--- src/rtl/core/kaf_pkg.sv ---
package kaf_pkg;

    localparam int unsigned DATA_W = 32;
    localparam int unsigned REG_W  = 31;
    localparam logic [15:0] DT_DEFAULT = 16'd655;

    localparam logic [REG_W-1:0] ANGLE_NOISE_RST   = 31'd268435;
    localparam logic [REG_W-1:0] BIAS_NOISE_RST    = 31'd805306;
    localparam logic [REG_W-1:0] MEASURE_NOISE_RST = 31'd8053064;

    typedef enum logic [1:0] {
        CFG_ANGLE_NOISE   = 2'd0,
        CFG_BIAS_NOISE    = 2'd1,
        CFG_MEASURE_NOISE = 2'd2
    } cfg_idx_t;

    // datapath micro-operations, one per controller step
    typedef enum logic [4:0] {
        OP_NONE,
        OP_LOAD,
        OP_ANG_PRED,
        OP_T,
        OP_INNER,
        OP_P00,
        OP_P01P10,
        OP_P11,
        OP_S,
        OP_DIV_K0,
        OP_DIV_K1,
        OP_Y,
        OP_ANG_COR,
        OP_BIAS_COR,
        OP_NP00,
        OP_NP01,
        OP_NP10,
        OP_NP11,
        OP_STORE
    } op_t;

    typedef struct packed {
        op_t  op;
        logic div_start;
    } cmd_t;

    typedef struct packed {
        logic div_busy;
        logic s_pos;
    } status_t;

    function automatic logic signed [31:0] sat32(input logic signed [71:0] v);
        logic signed [31:0] r;
        if (v > 72'sd2147483647)
            r = 32'sh7fffffff;
        else if (v < -72'sd2147483648)
            r = 32'sh80000000;
        else
            r = v[31:0];
        return r;
    endfunction

    // round to nearest, ties upward, arithmetic shift
    function automatic logic signed [71:0] rshift16(input logic signed [71:0] v);
        logic signed [71:0] a;
        a = v + 72'sd32768;
        return a >>> 16;
    endfunction

    function automatic logic signed [71:0] rshift28(input logic signed [71:0] v);
        logic signed [71:0] a;
        a = v + 72'sd134217728;
        return a >>> 28;
    endfunction

endpackage

--- src/rtl/core/kaf_ctrl.sv ---
// sequencer stepping the datapath through one filter update
module kaf_ctrl (
    input  logic              clk,
    input  logic              rst_n,
    input  logic              in_valid,
    output logic              in_stall,
    output logic              in_take,
    output logic              out_valid,
    input  logic              out_stall,
    output kaf_pkg::cmd_t     cmd,
    input  kaf_pkg::status_t  status
);

    typedef enum logic [4:0] {
        ST_IDLE, ST_LOAD, ST_ANG, ST_T, ST_INNER, ST_P00, ST_P0110, ST_P11, ST_S,
        ST_K0_GO, ST_K0_WAIT, ST_K1_GO, ST_K1_WAIT, ST_Y, ST_ACOR, ST_BCOR,
        ST_N00, ST_N01, ST_N10, ST_N11, ST_STORE
    } state_t;

    state_t state_reg, state_next;
    logic   out_valid_reg, out_valid_next;

    // a new item may start in the idle state once the previous result slot is free or leaving
    assign in_stall  = !(state_reg == ST_IDLE && (!out_valid_reg || !out_stall));
    assign in_take   = in_valid && !in_stall;
    assign out_valid = out_valid_reg;

    always_comb
    begin
        state_next     = state_reg;
        out_valid_next = out_valid_reg;
        cmd.op         = kaf_pkg::OP_NONE;
        cmd.div_start  = 1'b0;
        if (out_valid_reg && !out_stall)
            out_valid_next = 1'b0;
        unique case (state_reg)
            ST_IDLE:    if (in_take) state_next = ST_LOAD;
            ST_LOAD:    begin cmd.op = kaf_pkg::OP_LOAD;     state_next = ST_ANG;   end
            ST_ANG:     begin cmd.op = kaf_pkg::OP_ANG_PRED; state_next = ST_T;     end
            ST_T:       begin cmd.op = kaf_pkg::OP_T;        state_next = ST_INNER; end
            ST_INNER:   begin cmd.op = kaf_pkg::OP_INNER;    state_next = ST_P00;   end
            ST_P00:     begin cmd.op = kaf_pkg::OP_P00;      state_next = ST_P0110; end
            ST_P0110:   begin cmd.op = kaf_pkg::OP_P01P10;   state_next = ST_P11;   end
            ST_P11:     begin cmd.op = kaf_pkg::OP_P11;      state_next = ST_S;     end
            ST_S:       begin cmd.op = kaf_pkg::OP_S;        state_next = ST_K0_GO; end
            ST_K0_GO:
            begin
                if (status.s_pos)
                begin
                    cmd.div_start = 1'b1;
                    state_next    = ST_K0_WAIT;
                end
                else
                    state_next = ST_Y;
            end
            ST_K0_WAIT:
            begin
                cmd.op = kaf_pkg::OP_DIV_K0;
                if (!status.div_busy) state_next = ST_K1_GO;
            end
            ST_K1_GO:
            begin
                cmd.op        = kaf_pkg::OP_DIV_K1;
                cmd.div_start = 1'b1;
                state_next    = ST_K1_WAIT;
            end
            ST_K1_WAIT:
            begin
                cmd.op = kaf_pkg::OP_DIV_K1;
                if (!status.div_busy) state_next = ST_Y;
            end
            ST_Y:       begin cmd.op = kaf_pkg::OP_Y;        state_next = ST_ACOR;  end
            ST_ACOR:    begin cmd.op = kaf_pkg::OP_ANG_COR;  state_next = ST_BCOR;  end
            ST_BCOR:    begin cmd.op = kaf_pkg::OP_BIAS_COR; state_next = ST_N00;   end
            ST_N00:     begin cmd.op = kaf_pkg::OP_NP00;     state_next = ST_N01;   end
            ST_N01:     begin cmd.op = kaf_pkg::OP_NP01;     state_next = ST_N10;   end
            ST_N10:     begin cmd.op = kaf_pkg::OP_NP10;     state_next = ST_N11;   end
            ST_N11:     begin cmd.op = kaf_pkg::OP_NP11;     state_next = ST_STORE; end
            ST_STORE:
            begin
                cmd.op         = kaf_pkg::OP_STORE;
                out_valid_next = 1'b1;
                state_next     = ST_IDLE;
            end
            default:    state_next = ST_IDLE;
        endcase
    end

    always_ff @(posedge clk or negedge rst_n)
    begin
        if (!rst_n)
        begin
            state_reg     <= ST_IDLE;
            out_valid_reg <= 1'b0;
        end
        else
        begin
            state_reg     <= state_next;
            out_valid_reg <= out_valid_next;
        end
    end

`ifndef SYNTHESIS
    a_take_only_idle: assert property (@(posedge clk) disable iff (!rst_n)
        in_take |=> (state_reg == ST_LOAD))
        else $error("accepted item did not start processing");
    a_result_held: assert property (@(posedge clk) disable iff (!rst_n)
        (out_valid_reg && out_stall) |=> out_valid_reg)
        else $error("stalled result dropped");
    a_store_slot_free: assert property (@(posedge clk) disable iff (!rst_n)
        (state_reg == ST_STORE) |-> !(out_valid_reg && out_stall))
        else $error("result overwritten while waiting");
`endif

endmodule

--- config.mk ---
export PLATFORM = sky130hd
export DESIGN_NAME = kaf_ctrl
export DESIGN_NICKNAME = d
export VERILOG_FILES = /design/src/rtl/core/kaf_pkg.sv /design/src/rtl/core/kaf_ctrl.sv
export SDC_FILE = /design/constraint.sdc
export NUM_CORES = 1
export LEC_CHECK = 0
export BUFFER_PORTS_ARGS = -buffer_cell sky130_fd_sc_hd__buf_2
export CORE_AREA = 3 3 40 42
export DETAILED_ROUTE_END_ITERATION = 6
export DIE_AREA = 0 0 43 45
export PLACE_DENSITY_LB_ADDON = 0.12
export SLEW_MARGIN = 20
export SYNTH_ARGS = -nofsm -noshare
export SYNTH_HDL_FRONTEND = slang
export SYNTH_SLANG_ARGS = --single-unit
--- constraint.sdc ---
create_clock -name clk -period 2.8 [get_ports clk]
set_input_delay 0.56 -clock clk [delete_from_list [all_inputs] [get_ports clk]]
set_output_delay 0.56 -clock clk [all_outputs]
set_load 0.01 [all_outputs]
Word-level counts from Yosys, hierarchy flattened
Index checks and enable logic that the tools add are counted.
{ "word_totals": {"reg_bits": 6} }
{ "classes": {"n_eq_ne": 23, "n_mux": 10, "reduce_logical": 11} }
{ "ops": {"columns": ["operator", "count"], "rows": [
  ["$pmux 5 s20", 1],
  ["$pmux 5 s18", 1],
  ["$eq 5x4->1 const B", 8],
  ["$eq 5x5->1 const B", 5],
  ["$eq 5x3->1 const B", 4],
  ["$mux 5", 3],
  ["$eq 5x2->1 const B", 2],
  ["$ne 2x2->1 const B", 3],
  ["$eq 5x1->1 const B", 1],
  ["$logic_not 5->1", 1],
  ["$logic_and 1x1->1", 3],
  ["$logic_not 1->1", 3],
  ["$mux 1", 3],
  ["$mux 3", 1],
  ["$reduce_and 3->1", 1],
  ["$pmux 1 s2", 1],
  ["$reduce_bool 2->1", 1],
  ["$reduce_or 2->1", 1],
  ["$logic_or 1x1->1", 1]
]} }

Longest topological paths before layout
Gate-level depths: netlist of run 1.
{ "depth": {"word_depth": 6, "depth_mapped": 5, "ltp_nobuf": 4} }

Least setup slack after synthesis of run 1
Ideal clock, no wire load.
{ "synth_timing": {"path_type": "reg2out", "startpoint": "register state_reg[2]", "endpoint": "output port in_take", "arrival_ps": 1104, "required_time_ps": 2240, "setup_slack_ps": 1136, "path_stages_with_launch": 5, "cell_sequence": "dfrtp_1 > or2_1 > buf_6 > nor4_4 > and3_1"} }
{ "synth_via": {"elab_chain_len": 3} }
{ "synth_rtl": {"columns": ["item", "line", "text"], "rows": [
  ["start: declaration", "kaf_ctrl.sv:20", "state_t state_reg, state_next;"],
  ["start signal: assignment", "kaf_ctrl.sv:98", "state_reg <= state_next;"],
  ["$logic_not 5->1", "kaf_ctrl.sv:24", "assign in_stall = !(state_reg == ST_IDLE && (!out_valid_reg || !out_stall));"],
  ["$logic_and 1x1->1", "kaf_ctrl.sv:24", null],
  ["$logic_and 1x1->1", "kaf_ctrl.sv:25", "assign in_take = in_valid && !in_stall;"],
  ["end: declaration", "kaf_ctrl.sv:7", "output logic in_take,"]
]} }
No other way between the ends.

Final worst setup path of run 1
{ "layout_timing": {"startpoint": "register state_reg[3]", "endpoint": "output port in_take"} }
The elaborated chain is that of the path after synthesis.

==> reports/metrics.yaml, run 1 <==
hold_class: "in2async"
period_share: 0.782
ctsHoldBuffers: 0
drive_above_1_share: 0.292
synthSimpleGateAreaFrac: 0.282
vias: 477
hold_viol_final: 0
cp_max_fo: 11
grt_pass1_vias: 402
die_h_microns: 45
start_kind: "flip-flop"
cap_violations: 0
overflow: 0
clk_pin_slew_worst_paths_ps: 50
slew_headroom: 0.660
status: "finished clean"
mappedNetlistArea_sq_um: 519
crit_start: "state_reg[3]$_DFFE_PN0P_"
cts-root-buf: "clkbuf_4"
tns_ps: 0
rsz0062_at_grt: "no"
dieWidth_microns: 43
cts_made_buffers: 3
cts_setup_buffers: 0
finalInstanceArea_sq_um: 564
grt_pass1_wl_microns: 1830
first_pass_iters: 4
cts_resized: 0
gp_congestion: 0.782
power_density_nw_per_um2: 1240
fin_crit_ps: 2190
htree_num_levels: 1
yosysUniqueCellTypes: 28
final_nets: 80
cts_tree: "done"
insertion_delay_ps: 250
synthCells: 61
via_per_inst: 5.48
rr_startpoint: "state_reg[3]$_DFFE_PN0P_"
setup_viol: 0
final_antenna_net_count: 0
synth_top_family_by_area: "simple AND/OR/NAND/NOR gates"
max-clock-path-buffers: 2
hold_ws_ps: 128
ys_ff_latch: 6
drc: 0
ys_seq_area_frac: 0.289
area_growth_pct: 8.67
ys_warn_count: 0
leakage_nw: 0.250
synth_edf_count: 0
drt_iter0_markers: 11
place.port_buffers: 14
grt_usage: 0.132
layout_commonest_cell: "buf_2"
async_flop_share: 1.00
fin_worst_skew_ps: 4.06
final.fill_count: 129
most-common-layout-cells: "buf_2, dfrtp_1, nand2b_1, a21oi_1, nand2_1"
drt_wl_total_microns: 1100
synthMuxAreaShare: 0
required_ps: 2240
synth_xor_area_frac: 0.0337
fmax_mhz: 457
fin_ws_ps: 609
place_hpwl_microns: 808
initial_core_util: 0.404
antenna_found_initial: 0
largest_reg_flops: 5
peakVddDrop_mv: 0.617
synthAdderAreaFrac: 0
syn_nets: 67
worstSetupEndpointType: "output port"
wl_per_cell_microns: 12.7
rows: 13
preCtsSetupSlack_ps: 858
synth_compound_gate_area_share: 0.260
core-area_sq_um: 1280
worst_pin_slew_ps: 509
syn_avg_cell_area_sq_um: 8.51
io_pins: 15
worstPathArrival_ps: 1630
drv_slew: 0
grt_start_max_net_pins: 17
diodes: 0
ys.flop_type: "dfrtp_1"
cts_sinks: 6
place_area_sq_um: 542
design_power_total_mw: 0.699
dieArea_sq_um: 1940
worstSetupPathType: "reg2out"
## final cells by class
type / instances / area (sq um) / share of cell area
Timing Repair Buffer: 14 / 70.1 / 0.124
Multi-Input combinational cell: 48 / 299 / 0.530
Tap cell: 15 / 18.8 / 0.0333
Clock buffer: 3 / 22.5 / 0.0399
Inverter: 1 / 3.75 / 0.00665
Sequential cell: 6 / 150 / 0.266
## Yosys cell counts, types with 2 or more instances
cell	instances	share of area
nor2b_1	2	0.024
o21ai_1	3	0.029
o22ai_1	2	0.024
nor3_1	3	0.029
nand2b_1	5	0.060
o21ai_0	3	0.029
dfrtp_1	6	0.29
xor2_1	2	0.034
nor2_1	3	0.022
nand2_1	5	0.036
buf_6	4	0.087
a21oi_1	5	0.048
a31oi_1	3	0.036
## critical path, cell delays in order (launching register included)
cell and delay (ps):
dfrtp_1 490, or2_1 390, nor4_4 200, and3_1 180
buf_2 120
## power breakdown
part	internal [mW]	switching (mW)
logic	0.190	0.183
registers	0.123	0.123
clock network	0.0485	0.0320
total	0.361	0.338
## routing by layer
| layer | track usage | vias to the layer above | part of all wire |
|---|---|---|---|
| met5 | 0 | - | 0 |
| met2 | 0.180 | 18 | 0.44 |
| met1 | 0.169 | 213 | 0.43 |
| met4 | 0.0723 | 0 | 0.026 |
| li1 | - | 242 | - |
| met3 | 0.0677 | 4 | 0.094 |
## cells by family (layout without fill, tap and decap cells)
logic type             after synthesis  count (layout)
AO/OA/AOI/OAI                       22              22
flip-flops                           6               6
AND/OR/NAND/NOR                     24              24
XOR/XNOR                             2               2
buffers and inverters                7              18
## path summary, 6_finish.rpt
path | endpoint | slack, ps | cells after the start
worst max-delay path | in_take | 610 | 4
worst min register to register | out_valid$_DFFE_PN0P_ | 550 | 2
max in group asynchronous | state_reg[0]$_DFFE_PN0P_ | 2520 | 1
worst max register to register | state_reg[4]$_DFFE_PN0P_ | 1330 | 4
worst min-delay path | state_reg[3]$_DFFE_PN0P_ | 130 | 1
min in group clk | out_valid$_DFFE_PN0P_ | 550 | 2
## metrics by stage
step            util  instances
2_1_floorplan      -         61
4_1_cts        0.439         87
3_3_place_gp   0.422         84
3_5_place_dp   0.422         84
6_report       0.439         87
5_1_grt        0.439         87
Note: power is estimated with default switching activity, not from simulation.
==> run 2, diff against run 1 <==
ABC_AREA = 1   (was default)
clock period = 2.27 ns   (was 2.8 ns; I/O delays follow)
==> run 2 against run 1 <==
Effect of this change: synthesized cell count is 33% higher; wire length rose by 24%; count of clock-buffer cells in the layout unchanged; register-to-register slack got worse by 410 ps; first-iteration DRC count is 27% higher; combinational power rose by 49%; sequential share of layout area down 2.6 points.
==> reports/metrics.yaml, run 2 <==
ys_ff_latch: 6  # unchanged
cts_setup_buffers: 0  # unchanged
clk_pin_slew_worst_paths_ps: 40  # was 50 ps
dp.cells: 109  # was 84
ys_seq_area_frac: 0.288  # was 0.289
die_h_microns: 45  # unchanged
grt_pass1_wl_microns: 2400  # was 1830 microns
place.port_buffers: 14  # unchanged
synthCells: 81  # was 61
ys.flop_type: "dfrtp_1"  # unchanged
fin_crit_ps: 2070
setup_viol: 0  # unchanged
drv_slew: 0  # unchanged
io_pins: 15  # unchanged
peakVddDrop_mv: 0.591  # was 0.617 mV
worst_pin_slew_ps: 351  # was 509 ps
place_hpwl_microns: 1180  # was 808 microns
final_nets: 105  # was 80
dieWidth_microns: 43  # unchanged
worstPathArrival_ps: 1620  # was 1630 ps
cp_max_fo: 9  # was 11
drt_wl_total_microns: 1370  # was 1100 microns
cts_tree: "done"  # unchanged
cts_sinks: 6  # unchanged
leakage_nw: 0.361  # was 0.250 nW
synth_top_area_cell: "dfrtp_1"  # unchanged
ys_warn_count: 0  # unchanged
initial_core_util: 0.406  # was 0.404
first_pass_iters: 4  # unchanged
mappedNetlistArea_sq_um: 522  # was 519 sq um
drive_above_1_share: 0.320  # was 0.292
largest_reg_flops: 5  # unchanged
syn_avg_cell_area_sq_um: 6.44  # was 8.51 sq um
insertion_delay_ps: 240  # was 250 ps
worstSetupPathType: "reg2out"  # unchanged
grt_pass1_vias: 547  # was 402
diodes: 0  # unchanged
wl_met3_microns: 93  # was 104 microns
core-area_sq_um: 1280  # unchanged
yosysUniqueCellTypes: 19  # was 28
hold_class: "in2async"  # unchanged
required_ps: 1820  # was 2240 ps
vias: 590  # was 477
grt_start_max_net_pins: 10  # was 17
hold_viol_final: 0  # unchanged
met1_length_microns: 606  # was 477 microns
htree_num_levels: 1  # unchanged
async_flop_share: 1.00  # unchanged
period_share: 0.913
dr_wl_met2_microns: 643  # was 489 microns
ys_top_cells_by_area: "dfrtp_1, nand2_1, o21ai_0, nand3_1, nor2_1"  # was dfrtp_1, buf_6, nand2b_1, a21oi_1, nor4_4
drc: 0  # unchanged
power_density_nw_per_um2: 1410  # was 1240 nW/um^2
final_antenna_net_count: 0  # unchanged
cts_resized: 0  # unchanged
hold_ws_ps: 29.6  # was 128 ps
wl_per_cell_microns: 12.2  # was 12.7 microns
ctsHoldBuffers: 0  # unchanged
start_kind: "flip-flop"  # unchanged
cap_violations: 0  # unchanged
synth_edf_count: 0  # unchanged
dieArea_sq_um: 1940  # unchanged
tns_ps: 0  # unchanged
overflow: 0  # unchanged
via_per_inst: 5.27  # was 5.48
cts-root-buf: "clkbuf_4"  # unchanged
status: "finished clean"  # unchanged
fin_cells: 112  # was 87
cts_made_buffers: 3  # unchanged
rows: 13  # unchanged
grt_usage: 0.165  # was 0.132
syn_nets: 87  # was 67
ys_top_cells_by_count: "nand2_1, nor2_1, o21ai_0, dfrtp_1, nand3_1"  # was dfrtp_1, a21oi_1, nand2_1, nand2b_1, buf_6
maxUsedRoutingLayer: "met4"  # unchanged
worstSetupEndpointType: "output port"  # unchanged
max-clock-path-buffers: 2  # unchanged
area_growth_pct: 19.9  # was 8.67%
synth_most_common_cell: "nand2_1"  # was dfrtp_1
synth.top_cell.area_share: 0.288  # was 0.289
antenna_found_initial: 0  # unchanged
rsz0062_at_grt: "no"  # unchanged
fin_worst_skew_ps: 0.238  # was 4.06 ps
fmax_mhz: 483
drt_iter0_markers: 14  # was 11
most-common-layout-cells: "nand2_1, buf_2, nor2_1, o21ai_0"  # was buf_2, dfrtp_1, nand2b_1, a21oi_1, nand2_1
gp_congestion: 0.828  # was 0.782
slew_headroom: 0.766  # was 0.660
layout_commonest_cell: "nand2_1"  # was buf_2
[run 2: area by class of cell]
type                            instances  area (sq um)
Tap cell                               15          18.8
Clock buffer                            3          22.5
Timing Repair Buffer                   14          70.1
Fill cell                             140           659
Inverter                                9          33.8
Sequential cell                         6           150
Multi-Input combinational cell         65           330
[run 2: logic make-up after synthesis]
kind of cell,Yosys count,synth area share
compound gates,15,0.168
buf+inv,10,0.0791
simple gates,50,0.465
flops,6,0.288
[run 2: worst max-delay path, cell delays in order (launching register included)]
cell and delay [ps]:
dfrtp_1 510, inv_2 100, nand2_2 110, nor2_4 60
nand2_1 100, nand2_1 60, a21oi_1 190, nand3_1 100
buf_2 150
[run 2: worst paths after layout]
check | from | to | slack [ps] | depth (start not counted)
setup / recovery | state_reg[4]$_DFFE_PN0P_ | cmd[1] | 200 | 8
hold / removal | rst_n | state_reg[1]$_DFFE_PN0P_ | 30 | 1
setup reg to reg | state_reg[4]$_DFFE_PN0P_ | state_reg[1]$_DFFE_PN0P_ | 920 | 7
hold reg to reg | out_valid$_DFFE_PN0P_ | out_valid$_DFFE_PN0P_ | 540 | 2
max in group asynchronous | rst_n | state_reg[0]$_DFFE_PN0P_ | 2100 | 1
min in group clk | status[1] | state_reg[0]$_DFFE_PN0P_ | 470 | 4
[run 2: per-layer routing]
layer	GRT usage	vias up
met5	0	-
met4	0.0663	0
met3	0.0478	4
met2	0.257	27
met1	0.216	258
li1	-	301
[run 2: metrics by stage]
stage / power, mW / instance area, sq um / setup slack (ps) / util
floorplan: 0.618 / 522 / 719 / -
global route: 0.978 / 626 / 93.7 / 0.487
finish: 0.881 / 626 / 198 / 0.487
detailed placement: 0.787 / 603 / 475 / 0.469
global placement: 0.795 / 603 / 462 / 0.469
CTS: 0.886 / 626 / 209 / 0.487
[run 2: power by group]
group	switching (mW)	total, mW	internal (mW)
Combinational	0.349	0.556	0.207
Sequential	0.0841	0.231	0.147
Clock	0.0340	0.0935	0.0595
Total	0.467	0.881	0.413
==> run 3, diff against run 2 <==
CELL_PAD_IN_SITES_DETAIL_PLACEMENT = 1   (was default)
CELL_PAD_IN_SITES_GLOBAL_PLACEMENT = 1   (was default)
CORE_AREA = default   (was 3 3 40 42)
CORE_MARGIN = 3   (was default)
CORE_UTILIZATION = 33   (was default)
DIE_AREA = default   (was 0 0 43 45)
GPL_TIMING_DRIVEN = 0   (was default)
==> run 3 against run 2 <==
Effect of this change: global-route usage is 1.7 points higher; sequential cell count unchanged; sequential power down 2%; setup slack improved by 31 ps; sequential share of layout area down 0.28 points; non-clock buffer count is 1 higher; final area is 1.2% higher; count of clock-buffer cells in the layout unchanged; die area up 8.2%; critical endpoint is now cmd[2]; core utilization is 2.9 points lower.
==> reports/metrics.yaml, run 3 (synthesized netlist as in run 2, its figures left out) <==
status: "finished clean"  # unchanged
grt_pass1_vias: 581  # was 547
wl_per_cell_microns: 14.2  # was 12.2 microns
fin_crit_ps: 2040  # was 2070 ps
drc: 0  # unchanged
rows: 13  # unchanged
rsz0062_at_grt: "no"  # unchanged
hold_class: "in2async"  # unchanged
worstPathArrival_ps: 1590  # was 1620 ps
r2r-end: "state_reg[0]$_DFFE_PN0P_"  # was state_reg[1]$_DFFE_PN0P_
cts_tree: "done"  # unchanged
via_per_inst: 5.44  # was 5.27
layout_commonest_cell: "nand2_1"  # unchanged
tns_ps: 0  # unchanged
design_power_total_mw: 0.905  # was 0.881 mW
largest_reg_flops: 5  # unchanged
endpoint: "cmd[2]"  # was cmd[1]
cts-root-buf: "clkbuf_4"  # unchanged
vias: 615  # was 590
antenna_found_initial: 0  # unchanged
grt_start_max_net_pins: 10  # unchanged
dieArea_sq_um: 2090  # was 1940 sq um
io_pins: 15  # unchanged
drt_wl_total_microns: 1600  # was 1370 microns
drt_iter0_markers: 20  # was 14
final_antenna_net_count: 0  # unchanged
gp_congestion: 0.821  # was 0.828
cp_max_fo: 7  # was 9
multiInputGateArea_sq_um: 330  # unchanged
area_growth_pct: 21.3  # was 19.9%
slew_headroom: 0.774  # was 0.766
final_nets: 106  # was 105
drive_above_1_share: 0.327  # was 0.320
required_ps: 1820  # about the same
first_pass_iters: 4  # unchanged
peakVddDrop_mv: 0.582  # was 0.591 mV
place_hpwl_microns: 1320  # was 1180 microns
max-clock-path-buffers: 2  # unchanged
die_h_microns: 45.8  # was 45 microns
most-common-layout-cells: "nand2_1, buf_2, nor2_1, o21ai_0"  # unchanged
insertion_delay_ps: 240  # about the same
start_kind: "flip-flop"  # unchanged
diodes: 0  # unchanged
crit_start: "state_reg[1]$_DFFE_PN0P_"  # was state_reg[4]$_DFFE_PN0P_
dieWidth_microns: 45.8  # was 43 microns
final.fill_count: 199  # was 140
hold_viol_final: 0  # unchanged
worstSetupPathType: "reg2out"  # unchanged
fmax_mhz: 490  # was 483 MHz
leakage_nw: 0.367  # was 0.361 nW
cts_sinks: 6  # unchanged
cts_resized: 0  # unchanged
drv_slew: 0  # unchanged
worstSetupEndpointType: "output port"  # unchanged
rr_startpoint: "state_reg[2]$_DFFE_PN0P_"  # was state_reg[4]$_DFFE_PN0P_
worst_pin_slew_ps: 339  # was 351 ps
ctsHoldBuffers: 0  # unchanged
initial_core_util: 0.377  # was 0.406
place.port_buffers: 14  # unchanged
cts_made_buffers: 3  # unchanged
grt_pass1_wl_microns: 2720  # was 2400 microns
core-area_sq_um: 1380  # was 1280 sq um
htree_num_levels: 1  # unchanged
overflow: 0  # unchanged
clk_pin_slew_worst_paths_ps: 40  # about the same
fin_worst_skew_ps: 0.501  # was 0.238 ps
cts_setup_buffers: 0  # unchanged
setup_viol: 0  # unchanged
period_share: 0.899  # was 0.913
power_density_nw_per_um2: 1430  # was 1410 nW/um^2
cap_violations: 0  # unchanged
grt_usage: 0.182  # was 0.165
r2r_setup_slack_ps: 930  # was 920 ps
seq_area_sq_um: 150  # unchanged
r2r_cells: 5  # was 7
-- run 3: changes by cell type in the layout (fill, tap and decap cells not counted) --
cell,previous run,this run
buf_4,0,1
-- run 3: critical path, cell delays in order, from the launching register on --
cell and delay (ps):
dfrtp_1 460, nor2_1 290, nand4_1 240, o21a_1 170
nand4_1 60, buf_2 130
-- run 3: worst min path at each step --
stage          startpoint                        to  slack (ps)  cells after the start
5_1_grt             rst_n  state_reg[2]$_DFFE_PN0P_          20                      1
2_1_floorplan       rst_n     out_valid$_DFFE_PN0P_         160                      0
3_3_place_gp        rst_n     out_valid$_DFFE_PN0P_         280                      1
6_report            rst_n  state_reg[1]$_DFFE_PN0P_          30                      1
3_5_place_dp        rst_n  state_reg[0]$_DFFE_PN0P_         280                      1
4_1_cts             rst_n  state_reg[0]$_DFFE_PN0P_          20                      1
-- run 3: final cells by class --
| cell class | count | share of cell area |
|---|---|---|
| inverter | 9 | 0.0534 |
| buffer | 1 | 0.0119 |
| sequential | 6 | 0.237 |
| clock buffer | 3 | 0.0356 |
| multi-input combinational | 65 | 0.522 |
| timing repair buffer | 14 | 0.111 |
| tap | 15 | 0.0296 |
-- run 3: where the power goes --
group	total, mW	internal (mW)	leakage, nW	switching (mW)
combinational	0.584	0.211	0.275	0.373
sequential	0.226	0.147	0.0776	0.0794
clock	0.0945	0.0596	0.0138	0.0350
-- run 3: per-layer routing --
metal / track usage / vias to the layer above / wire (microns)
li1: - / 305 / -
met1: 0.266 / 287 / 761
met2: 0.279 / 19 / 738
met3: 0.0237 / 4 / 76
met4: 0.0511 / 0 / 28
met5: 0 / - / 0
-- run 3: stage by stage --
step	area [sq um]	instances	util	hold WS (ps)	worst slack [ps]
global placement	611	110	0.442	278	505
finish	633	113	0.458	27.7	229
global route	633	113	0.458	21.9	101
floorplan	522	81	-	158	719
CTS	633	113	0.458	22.2	221
detailed placement	611	110	0.442	280	477
